[src/hw/rtl/msp_v1_frame_encoder_defines.svh]
// Assertion macros shared by the MSP v1 frame encoder RTL
`ifndef MSP_V1_FRAME_ENCODER_DEFINES_SVH
`define MSP_V1_FRAME_ENCODER_DEFINES_SVH

// same-cycle implication, sampled on clk, off during reset
`define MSP_ASSERT_NOW(lbl, ante, cons, msg) \
    lbl: assert property (@(posedge clk) disable iff (!rst_n) (ante) |-> (cons)) \
        else $error(msg);

// next-cycle implication, sampled on clk, off during reset
`define MSP_ASSERT_NEXT(lbl, ante, cons, msg) \
    lbl: assert property (@(posedge clk) disable iff (!rst_n) (ante) |=> (cons)) \
        else $error(msg);

`endif

[src/hw/rtl/msp_pkg.sv]
// Package: constants, types and helpers of the MSP v1 frame encoder
package msp_pkg;

    localparam logic [7:0] MAX_PAYLOAD = 8'd255;

    localparam int FIFO_DEPTH = 4;
    localparam int FIFO_AW    = $clog2(FIFO_DEPTH);

    localparam logic [7:0] SYNC_DOLLAR = 8'h24;
    localparam logic [7:0] SYNC_M      = 8'h4D;
    localparam logic [7:0] DIR_REPLY   = 8'h3E;

    localparam int          APB_AW     = 3;
    localparam logic        REG_ENABLE = 1'b0;

    typedef enum logic [2:0] {
        HDR_DOLLAR,
        HDR_M,
        HDR_DIR,
        HDR_LEN,
        HDR_CODE
    } hdr_idx_t;

    typedef struct packed {
        logic       hdr;
        logic       pay;
        logic       last;
        logic [7:0] code;
        logic [7:0] len;
        logic [7:0] data;
        logic [7:0] cks;
    } msp_op_t;

    function automatic logic [7:0] hdr_byte(hdr_idx_t idx, msp_op_t op);
        logic [7:0] b;
        case (idx)
            HDR_DOLLAR: b = SYNC_DOLLAR;
            HDR_M:      b = SYNC_M;
            HDR_DIR:    b = DIR_REPLY;
            HDR_LEN:    b = op.len;
            HDR_CODE:   b = op.code;
            default:    b = 8'h00;
        endcase
        return b;
    endfunction

endpackage

[src/hw/rtl/msp_in_if.sv]
// Interface: input item channel (payload byte plus message marks)
interface msp_in_if;
    logic       valid;
    logic       ready;
    logic [7:0] msg_code;
    logic [7:0] msg_len;
    logic [7:0] data_byte;
    logic       is_first;
    logic       is_last;

    modport source (output valid, msg_code, msg_len, data_byte, is_first, is_last,
                    input ready);
    modport sink   (input valid, msg_code, msg_len, data_byte, is_first, is_last,
                    output ready);
endinterface

[src/hw/rtl/msp_out_if.sv]
// Interface: output byte channel of the serialized frame
interface msp_out_if;
    logic       valid;
    logic       ready;
    logic [7:0] out_byte;
    logic       frame_end;

    modport source (output valid, out_byte, frame_end, input ready);
    modport sink   (input valid, out_byte, frame_end, output ready);
endinterface

[src/hw/rtl/msp_front.sv]
// Front end: accepts items, tracks checksum/count/limit, issues byte-group ops
module msp_front
(
    input  logic               clk,
    input  logic               rst_n,
    msp_in_if.sink             in_ch,
    input  logic               enable,
    input  logic               fifo_full,
    output logic               push,
    output msp_pkg::msp_op_t   op
);

    logic [7:0] cks_reg, cks_next;
    logic [7:0] cnt_reg, cnt_next;
    logic [7:0] lim_reg, lim_next;

    logic [7:0] cks_base;
    logic [7:0] cnt_base;
    logic [7:0] lim_base;
    logic [7:0] lim_first;
    logic       take;
    logic       fire;

    assign in_ch.ready = !fifo_full;
    assign fire        = in_ch.valid && in_ch.ready && enable;

    always_comb
    begin
        lim_first = (in_ch.msg_len > msp_pkg::MAX_PAYLOAD) ? msp_pkg::MAX_PAYLOAD
                                                           : in_ch.msg_len;
        cks_base  = in_ch.is_first ? (in_ch.msg_len ^ in_ch.msg_code) : cks_reg;
        cnt_base  = in_ch.is_first ? 8'd0 : cnt_reg;
        lim_base  = in_ch.is_first ? lim_first : lim_reg;
        take      = (cnt_base < lim_base);
        cks_next  = cks_reg;
        cnt_next  = cnt_reg;
        lim_next  = lim_reg;
        if (fire)
        begin
            cks_next = take ? (cks_base ^ in_ch.data_byte) : cks_base;
            cnt_next = cnt_base + {7'd0, take};
            lim_next = lim_base;
        end
    end

    always_comb
    begin
        op.hdr  = in_ch.is_first;
        op.pay  = take;
        op.last = in_ch.is_last;
        op.code = in_ch.msg_code;
        op.len  = in_ch.msg_len;
        op.data = in_ch.data_byte;
        op.cks  = take ? (cks_base ^ in_ch.data_byte) : cks_base;
        push    = fire && (in_ch.is_first || take || in_ch.is_last);
    end

    always_ff @(posedge clk or negedge rst_n)
    begin
        if (!rst_n)
        begin
            cks_reg <= 8'd0;
            cnt_reg <= 8'd0;
            lim_reg <= 8'd0;
        end
        else
        begin
            cks_reg <= cks_next;
            cnt_reg <= cnt_next;
            lim_reg <= lim_next;
        end
    end

endmodule

[src/hw/rtl/msp_fifo.sv]
// Op queue between front end and byte emitter
`include "msp_v1_frame_encoder_defines.svh"

module msp_fifo
(
    input  logic               clk,
    input  logic               rst_n,
    input  logic               push,
    input  msp_pkg::msp_op_t   push_op,
    input  logic               pop,
    output logic               full,
    output logic               head_valid,
    output msp_pkg::msp_op_t   head_op
);

    msp_pkg::msp_op_t                 mem_reg [msp_pkg::FIFO_DEPTH];
    logic [msp_pkg::FIFO_AW-1:0]      wr_ptr_reg, wr_ptr_next;
    logic [msp_pkg::FIFO_AW-1:0]      rd_ptr_reg, rd_ptr_next;
    logic [msp_pkg::FIFO_AW:0]        count_reg, count_next;

    assign full       = (count_reg == (msp_pkg::FIFO_AW + 1)'(msp_pkg::FIFO_DEPTH));
    assign head_valid = (count_reg != '0);
    assign head_op    = mem_reg[rd_ptr_reg];

    always_comb
    begin
        wr_ptr_next = push ? wr_ptr_reg + 1'b1 : wr_ptr_reg;
        rd_ptr_next = pop  ? rd_ptr_reg + 1'b1 : rd_ptr_reg;
        count_next  = count_reg;
        if (push && !pop)
            count_next = count_reg + 1'b1;
        else if (pop && !push)
            count_next = count_reg - 1'b1;
    end

    always_ff @(posedge clk)
    begin
        if (push)
            mem_reg[wr_ptr_reg] <= push_op;
    end

    always_ff @(posedge clk or negedge rst_n)
    begin
        if (!rst_n)
        begin
            wr_ptr_reg <= '0;
            rd_ptr_reg <= '0;
            count_reg  <= '0;
        end
        else
        begin
            wr_ptr_reg <= wr_ptr_next;
            rd_ptr_reg <= rd_ptr_next;
            count_reg  <= count_next;
        end
    end

    `MSP_ASSERT_NOW(a_no_overflow, push && !pop, !full, "op queue overflow")
    `MSP_ASSERT_NOW(a_no_underflow, pop, head_valid, "op queue underflow")

endmodule

[src/hw/rtl/msp_back.sv]
// Back end: expands queued ops into frame bytes behind an output register
`include "msp_v1_frame_encoder_defines.svh"

module msp_back
(
    input  logic               clk,
    input  logic               rst_n,
    input  logic               head_valid,
    input  msp_pkg::msp_op_t   head_op,
    output logic               pop,
    msp_out_if.source          out_ch
);

    msp_pkg::msp_op_t   cur_reg, cur_next;
    msp_pkg::hdr_idx_t  hdr_idx_reg, hdr_idx_next;
    logic               out_valid_reg, out_valid_next;
    logic [7:0]         out_byte_reg, out_byte_next;
    logic               frame_end_reg, frame_end_next;

    msp_pkg::msp_op_t   rem;
    logic               slot_free;
    logic               emit;
    logic [7:0]         byte_sel;
    logic               end_sel;

    assign slot_free = !out_valid_reg || out_ch.ready;

    always_comb
    begin
        rem          = cur_reg;
        hdr_idx_next = hdr_idx_reg;
        emit         = 1'b0;
        byte_sel     = 8'd0;
        end_sel      = 1'b0;
        if (slot_free)
        begin
            if (rem.hdr)
            begin
                emit     = 1'b1;
                byte_sel = msp_pkg::hdr_byte(hdr_idx_reg, cur_reg);
                if (hdr_idx_reg == msp_pkg::HDR_CODE)
                begin
                    rem.hdr      = 1'b0;
                    hdr_idx_next = msp_pkg::HDR_DOLLAR;
                end
                else
                begin
                    hdr_idx_next = msp_pkg::hdr_idx_t'(hdr_idx_reg + 3'd1);
                end
            end
            else if (rem.pay)
            begin
                emit     = 1'b1;
                byte_sel = cur_reg.data;
                rem.pay  = 1'b0;
            end
            else if (rem.last)
            begin
                emit     = 1'b1;
                byte_sel = cur_reg.cks;
                end_sel  = 1'b1;
                rem.last = 1'b0;
            end
        end
        pop      = head_valid && !(rem.hdr || rem.pay || rem.last);
        cur_next = pop ? head_op : rem;
    end

    always_comb
    begin
        out_valid_next = emit ? 1'b1 : (out_ch.ready ? 1'b0 : out_valid_reg);
        out_byte_next  = emit ? byte_sel : out_byte_reg;
        frame_end_next = emit ? end_sel : frame_end_reg;
    end

    assign out_ch.valid     = out_valid_reg;
    assign out_ch.out_byte  = out_byte_reg;
    assign out_ch.frame_end = frame_end_reg;

    always_ff @(posedge clk or negedge rst_n)
    begin
        if (!rst_n)
        begin
            cur_reg       <= '0;
            hdr_idx_reg   <= msp_pkg::HDR_DOLLAR;
            out_valid_reg <= 1'b0;
        end
        else
        begin
            cur_reg       <= cur_next;
            hdr_idx_reg   <= hdr_idx_next;
            out_valid_reg <= out_valid_next;
        end
    end

    always_ff @(posedge clk)
    begin
        out_byte_reg  <= out_byte_next;
        frame_end_reg <= frame_end_next;
    end

    `MSP_ASSERT_NOW(a_hdr_pending, hdr_idx_reg != msp_pkg::HDR_DOLLAR, cur_reg.hdr, "header index without header")
    `MSP_ASSERT_NOW(a_end_after_body, emit && end_sel, !cur_reg.hdr && !cur_reg.pay, "frame end before body done")

endmodule

[src/hw/rtl/msp_v1_frame_encoder.sv]
// Top level: MSP v1 frame encoder with APB enable register
//
//   channel   dir   handshake            carries
//   in_ch     in    valid/ready          msg_code, msg_len, data_byte, is_first, is_last
//   out_ch    out   valid/ready          out_byte, frame_end
//   apb       in    psel/penable/pready  enable register at byte addresses 0 to 3
//
// One output byte per cycle while out_ch is ready; an item makes 0 to 7
// bytes: a header item makes 5 to 7, an item without a header at most 2.
// A 4-entry op queue lets the front end keep taking items while bytes drain.
// in_ch.ready drops only when the op queue is full; out_ch stalls hold the
// output register and back-pressure through the queue.
// Reset clears enable, checksum, count, limit and the queue.
module msp_v1_frame_encoder
(
    input  logic                          clk,
    input  logic                          rst_n,
    msp_in_if.sink                        in_ch,
    msp_out_if.source                     out_ch,
    input  logic                          psel,
    input  logic                          penable,
    input  logic                          pwrite,
    input  logic [msp_pkg::APB_AW-1:0]    paddr,
    input  logic [31:0]                   pwdata,
    output logic [31:0]                   prdata,
    output logic                          pready
);

    logic               enable_reg, enable_next;
    logic               reg_hit;
    logic               fifo_full;
    logic               push;
    logic               pop;
    logic               head_valid;
    msp_pkg::msp_op_t   push_op;
    msp_pkg::msp_op_t   head_op;

    assign pready  = 1'b1;
    assign reg_hit = (paddr[msp_pkg::APB_AW-1] == msp_pkg::REG_ENABLE);
    assign prdata  = reg_hit ? {31'd0, enable_reg} : 32'd0;

    always_comb
    begin
        enable_next = enable_reg;
        if (psel && penable && pwrite && pready && reg_hit)
            enable_next = pwdata[0];
    end

    always_ff @(posedge clk or negedge rst_n)
    begin
        if (!rst_n)
            enable_reg <= 1'b0;
        else
            enable_reg <= enable_next;
    end

    msp_front u_front
    (
        .clk       (clk),
        .rst_n     (rst_n),
        .in_ch     (in_ch),
        .enable    (enable_reg),
        .fifo_full (fifo_full),
        .push      (push),
        .op        (push_op)
    );

    msp_fifo u_fifo
    (
        .clk        (clk),
        .rst_n      (rst_n),
        .push       (push),
        .push_op    (push_op),
        .pop        (pop),
        .full       (fifo_full),
        .head_valid (head_valid),
        .head_op    (head_op)
    );

    msp_back u_back
    (
        .clk        (clk),
        .rst_n      (rst_n),
        .head_valid (head_valid),
        .head_op    (head_op),
        .pop        (pop),
        .out_ch     (out_ch)
    );

endmodule
[src/flat_wrapper.sv]
// flat-port wrapper written by rule: the top's interface ports become plain ports
module msp_v1_frame_encoder_flat 
  (clk, rst_n, psel, penable, pwrite, paddr, pwdata, prdata, pready, in_ch_valid, in_ch_msg_code, in_ch_msg_len, in_ch_data_byte, in_ch_is_first, in_ch_is_last, in_ch_ready, out_ch_valid, out_ch_out_byte, out_ch_frame_end, out_ch_ready);
  msp_in_if in_ch_i ();
  msp_out_if out_ch_i ();
  input  logic clk;
  input  logic rst_n;
  input  logic psel;
  input  logic penable;
  input  logic pwrite;
  input  logic [msp_pkg::APB_AW-1:0] paddr;
  input  logic [31:0] pwdata;
  output logic [31:0] prdata;
  output logic pready;
  input wire logic [$bits(in_ch_i.valid)-1:0] in_ch_valid;
  input wire logic [$bits(in_ch_i.msg_code)-1:0] in_ch_msg_code;
  input wire logic [$bits(in_ch_i.msg_len)-1:0] in_ch_msg_len;
  input wire logic [$bits(in_ch_i.data_byte)-1:0] in_ch_data_byte;
  input wire logic [$bits(in_ch_i.is_first)-1:0] in_ch_is_first;
  input wire logic [$bits(in_ch_i.is_last)-1:0] in_ch_is_last;
  output wire logic [$bits(in_ch_i.ready)-1:0] in_ch_ready;
  output wire logic [$bits(out_ch_i.valid)-1:0] out_ch_valid;
  output wire logic [$bits(out_ch_i.out_byte)-1:0] out_ch_out_byte;
  output wire logic [$bits(out_ch_i.frame_end)-1:0] out_ch_frame_end;
  input wire logic [$bits(out_ch_i.ready)-1:0] out_ch_ready;
  assign in_ch_i.valid = in_ch_valid;
  assign in_ch_i.msg_code = in_ch_msg_code;
  assign in_ch_i.msg_len = in_ch_msg_len;
  assign in_ch_i.data_byte = in_ch_data_byte;
  assign in_ch_i.is_first = in_ch_is_first;
  assign in_ch_i.is_last = in_ch_is_last;
  assign in_ch_ready = in_ch_i.ready;
  assign out_ch_valid = out_ch_i.valid;
  assign out_ch_out_byte = out_ch_i.out_byte;
  assign out_ch_frame_end = out_ch_i.frame_end;
  assign out_ch_i.ready = out_ch_ready;
  msp_v1_frame_encoder u_core (.clk(clk), .rst_n(rst_n), .in_ch(in_ch_i), .out_ch(out_ch_i), .psel(psel), .penable(penable), .pwrite(pwrite), .paddr(paddr), .pwdata(pwdata), .prdata(prdata), .pready(pready));
endmodule
[config.mk]
export PLATFORM = sky130hd
export DESIGN_NAME = msp_v1_frame_encoder_flat
export DESIGN_NICKNAME = d
export VERILOG_FILES = /design/src/hw/rtl/msp_pkg.sv /design/src/hw/rtl/msp_in_if.sv /design/src/hw/rtl/msp_out_if.sv /design/src/hw/rtl/msp_front.sv /design/src/hw/rtl/msp_fifo.sv /design/src/hw/rtl/msp_back.sv /design/src/hw/rtl/msp_v1_frame_encoder.sv /design/src/flat_wrapper.sv
export VERILOG_INCLUDE_DIRS = /design/src /design/src/hw/rtl
export SDC_FILE = /design/constraint.sdc
export NUM_CORES = 1
export LEC_CHECK = 0
export BUFFER_PORTS_ARGS = -buffer_cell sky130_fd_sc_hd__buf_2
export CAP_MARGIN = 15
export CORE_AREA = 3 3 160 162
export DETAILED_ROUTE_END_ITERATION = 7
export DIE_AREA = 0 0 163 165
export MAX_ROUTING_LAYER = met4
export SYNTH_ARGS = -nofsm -noshare
export SYNTH_HDL_FRONTEND = slang
export SYNTH_SLANG_ARGS = --single-unit
[constraint.sdc]
create_clock -name clk -period 4.3 [get_ports clk]
set_input_delay 0.645 -clock clk [delete_from_list [all_inputs] [get_ports clk]]
set_output_delay 0.645 -clock clk [all_outputs]
set_load 0.05 [all_outputs]
== Word-level counts from Yosys, hierarchy flattened ==
Memories as Yosys holds them, arrays and structs flattened.
Cells that the tools add are included.

* $lt $le $gt $ge: 2
* Reductions and logical operators: 25
* Bitwise logic cells: 4
* $add $sub $neg: 6
* Mux-type cells: 27
* Equality and inequality tests: 5

{| class="wikitable"
|+ Operators by type and width
! operator !! count
|-
| 2-to-1 mux 8 bit || 8
|-
| case mux 8 bit (5 select lines) || 1
|-
| 2-to-1 mux 35 bit || 1
|-
| XOR 8 bit || 2
|-
| 2-to-1 mux 1 bit || 12
|-
| 2-to-1 mux 3 bit || 4
|-
| logical AND 1 bit || 9
|-
| adder 8 x 1 -> 8 bit || 1
|-
| > comparator 8 bit, second input constant || 1
|-
| less-than comparator 8 bit || 1
|-
| adder 3 x 1 -> 3 bit, second input constant || 2
|-
| equality test 3 x 2 -> 1 bit, second input constant || 2
|-
| equality test 3 bit, second input constant || 2
|-
| logical NOT 1 bit || 5
|-
| logical OR 1 bit || 5
|-
| adder 2 x 1 -> 2 bit, second input constant || 2
|-
| nonzero test 2 bit || 2
|-
| equality test 3 x 1 -> 1 bit, second input constant || 1
|-
| logical NOT 3 bit || 1
|-
| nonzero test 3 bit || 1
|-
| OR reduction 3 bit || 1
|-
| subtractor 3 x 1 -> 3 bit, second input constant || 1
|-
| 2-to-1 mux 2 bit || 1
|-
| NOT 1 bit || 2
|-
| AND reduction 2 bit || 1
|}

* Word-level logic and storage cells: 88
* Register bits after elaboration: 80
* Output and inout port bits: 44
* Memory bits (writable): 140
* Memories kept: 1

{| class="wikitable"
|+ Memories
! name !! depth !! bits a word !! read ports !! clocked after Yosys merged registers in !! write ports !! RTL line !! RTL
|-
| u_core.u_fifo.mem_reg || 4 || 35 || 1 || 0 || 1 || msp_fifo.sv:16 || <nowiki>msp_pkg::msp_op_t mem_reg [msp_pkg::FIFO_DEPTH];</nowiki>
|}

== Logic depth before layout (Yosys ltp) ==
* Word-level depth: 11
* Mapped depth: 14
* Gate-level depth less buffers: 12

== Modules after synthesis ==
A second synthesis with hierarchy kept.

* Cell total of the unflattened synthesis: 644
* Area total of the unflattened synthesis: 10178.5 sq um

{| class="wikitable"
|+ By module, submodules not included
! module !! cells each !! seq. area each (sq um) !! instances !! area an instance (sq um)
|-
| msp_fifo || 217 || 4379.2 || 1 || 5501.5
|-
| msp_back || 157 || 1246.2 || 1 || 2265.9
|-
| msp_front || 232 || 600.6 || 1 || 2109.5
|-
| msp_v1_frame_encoder || 38 || 25.0 || 1 || 301.5
|}

== Least setup slack after synthesis ==
OpenSTA, ideal clock, no wires.

* Path type: input -> register
* Start point: input port in_ch_is_first
* End point: memory u_core.u_fifo.mem_reg[0][0] in the netlist's numbering (enable)
* Cell stages on the path: 9
* Path slack: 385 ps
* Arrival: 3520 ps
* Cells stage by stage: clkbuf_1 -> buf_2 -> mux2i_1 -> ha_1 -> a211oi_1 -> o21ai_2 -> a21oi_1 -> o31a_1 -> and2_1

{| class="wikitable"
|+ RTL lines
! item !! RTL line !! RTL
|-
| from (decl) || flat_wrapper.sv:19 || <nowiki>input wire logic [$bits(in_ch_i.is_first)-1:0] in_ch_is_first;</nowiki>
|-
| to (decl) || msp_fifo.sv:16 ||
|}

==> flow_summary.yaml <==
status:
  status: "completed"
final_layout:
  area_delta_synth_final_pct: 12.1
  fin_area_sq_mm: 0.0109
  layout-drive-gt1-share_pct: 24.5
  largest_register_ff_count: 140
  layout_common_cells: "edfxtp_1, dfrtp_1, buf_2"
  final_common_cell: "edfxtp_1"
  fillers: 2184
  nets: 775
drt:
  drt-total-wl_mm: 19.8
  wl_met3_mm: 1.15
  drt_iter0_markers: 299
  dr.pass1.iters: 4
  wl_per_cell_um: 19.2
  drc: 0
  antenna_left: 0
  met1_length_mm: 8.72
  routed.top_layer: "met4"
  wl_met2_mm: 9.72
  vias_per_cell: 5.08
  vias: 5232
global_route:
  antenna_found_initial: 1
  gr-total-overflow: 0
  grt_use_total_pct: 15.4
  grt_max_degree: 72
  grt_pass1_vias: 5471
  grt_first_pass_wirelength_mm: 31.2
clocking:
  post-cts-setup-buffers: 0
  cts_buffers: 24
  hold_buffers: 0
  cts_resized: 0
  clk_path_buf_depth: 3
  clk_pin_slew_worst_paths_ns: 0.06
  htree_num_levels: 1
  cts_tree: "yes"
  clock_sinks: 220
  insertion_delay_ns: 0.51
  cts-root-buf: "clkbuf_16"
synth:
  synth_edf_count: 149
  yosys.cell_types.count: 54
  synthCells: 633
  async_reset_ff_share_pct: 32.3
  yosys_most_used_dff: "edfxtp_1"
  ys_warn_count: 0
  seq_area_frac_synth_pct: 64.2
  synth_seq_cells: 220
  avgSynthCellArea_sq_um: 15.4
  syn-cell-area_sq_mm: 0.00973
floorplan:
  die_y_um: 165
  io_pins: 112
  die-area_sq_mm: 0.0269
  die_width_um: 163
  rows: 57
  core_sq_mm: 0.0242
  start_util_pct: 40.1
worst_setup_path:
  slowest_stage: "and2_2"
  cp-end-kind: "register"
  crit_required_ns: 4.42
  crit_fanout: 35
  crit_type: "in2reg"
  timing.critical_path.buf_inv: 1
  slowest_delay_ns: 0.92
  cp_data_arrival_time_ns: 3.60
  start_kind: "input pin"
  crit_chain: "buf_2, mux2i_1, ha_1, o21ai_0, a21oi_2, a21oi_1, o31a_1, and2_2"
  cp_top_family: "compound AO/OA/AOI/OAI gates"
sta:
  drv_slew: 0
  fmax_mhz: 288
  slew_headroom_pct: 28.0
  rsz0062_at_grt: "false"
  tns_ns: 0
  setup_viol: 0
  worstMarginPinSlew_ns: 1.08
  period_needed_ns: 3.47
  holdWs_ns: 0.293
  skew_ns: 0.00941
  finalCritPeriodShare_pct: 80.8
  finalHoldViolCount: 0
job:
  max_cap_viol_count: 0
power_and_ir_drop:
  switching_share_pct: 32.1
  seqPwrFrac_pct: 44.4
  peakVddDrop_uv: 246
  internal_power_w: 0.00484
  p_per_area_mw_per_mm2: 653
  switchingPower_w: 0.00229
  p_clk_share_pct: 26.5
  p_comb_share_pct: 29.1
  p_leak_nw: 4.05
min_path:
  hold_class: "in2async"
place:
  place_hpwl_mm: 12.5
  place.gp.congestion: 0.805
  place_area_sq_mm: 0.0102
  port_buffers: 46
==> path summary, 6_finish.rpt <==
kind                                                start                      endpoint  slack, ns  cells after the start
worst min register to register  u_core.u_front.lim_reg[7]     u_core.u_front.lim_reg[7]       0.48                      2
worst max register to register  u_core.u_front.cnt_reg[2]   u_core.u_fifo.mem_reg[0][2]       0.99                      7
worst max-delay path                       in_ch_is_first   u_core.u_fifo.mem_reg[0][2]       0.83                      8
max in group asynchronous                           rst_n   u_core.u_fifo.rd_ptr_reg[0]       3.34                      1
min in group clk                       in_ch_data_byte[7]  u_core.u_fifo.mem_reg[1][15]       0.37                      1
worst min-delay path                                rst_n   u_core.u_fifo.rd_ptr_reg[1]       0.29                      1
==> synthesized netlist by cell type (2+ instances only) <==
cell	n	area share, %
edfxtp_1	149	46
dfrtp_1	71	18
nand2_1	43	1.7
mux2_2	35	4.1
mux4_2	35	8.1
o21ai_0	34	1.7
buf_4	32	2.5
xnor2_1	20	1.8
ha_1	19	2.4
nor2b_1	19	1.2
inv_1	16	0.62
mux2i_1	15	1.5
clkbuf_1	14	0.54
nor3_1	12	0.62
xor2_1	10	0.90
a211oi_1	9	0.69
a21oi_1	9	0.46
nor2_1	9	0.35
o211ai_1	8	0.62
a22oi_1	7	0.54
buf_2	7	0.36
and2_1	6	0.39
nand3_1	6	0.31
a221oi_1	5	0.45
buf_6	4	0.46
nand2b_1	3	0.19
a221o_1	2	0.21
and3_1	2	0.13
conb_1	2	0.077
maj3_1	2	0.21
nand2_2	2	0.13
nand4_1	2	0.13
o22ai_1	2	0.13
or3_1	2	0.13
==> power groups by stage <==
stage,clock [W],sequential [W],combinational (W)
after floorplan,0,0.00316,0.00159
after global placement,0,0.00317,0.00204
after detailed placement,0,0.00321,0.00210
after CTS,0.00193,0.00317,0.00210
after global routing,0.00203,0.00323,0.00228
final,0.00189,0.00316,0.00207
==> cell type report <==
class	count	area (sq um)	share of cell area [%]
Timing Repair Buffer	56	308	2.82
Multi-Input combinational cell	369	3160	29.0
Inverter	16	60.1	0.550
Clock buffer	34	669	6.14
Clock inverter	10	53.8	0.493
Antenna cell	1	2.50	0.0229
Tap cell	324	405	3.72
Sequential cell	220	6250	57.3
==> per-layer routing <==
layer | vias to the layer above | GRT usage (%)
met1 | 2659 | 20.8
met2 | 120 | 25.0
li1 | 2433 | -
met4 | 0 | 2.77
met3 | 20 | 2.96
met5 | - | -
==> logic make-up (layout without fill, tap and decap cells) <==
| group | after synthesis | after routing | share of synthesized area (%) |
|---|---|---|---|
| AND/OR/NAND/NOR | 112 | 112 | 5.80 |
| other | 2 | 33 | 0.0772 |
| adder cells (fa/ha/maj) | 22 | 22 | 2.85 |
| AO/OA/AOI/OAI | 87 | 87 | 5.98 |
| multiplexers | 86 | 86 | 13.9 |
| buffers and inverters | 74 | 116 | 4.49 |
| flip-flops | 220 | 220 | 64.2 |
| XOR/XNOR | 30 | 30 | 2.70 |
==> through the flow <==
step | utilization, % | setup slack, ns | cells | total power, W
2_1_floorplan | - | 0.385 | 663 | 0.00475
3_3_place_gp | 42.0 | 0.370 | 985 | 0.00521
3_5_place_dp | 42.0 | 0.260 | 985 | 0.00530
4_1_cts | 45.0 | 0.800 | 1029 | 0.00720
5_1_grt | 45.0 | 0.543 | 1030 | 0.00753
6_report | 45.0 | 0.827 | 1030 | 0.00712
No activity file was read; power rests on OpenSTA's default activity.
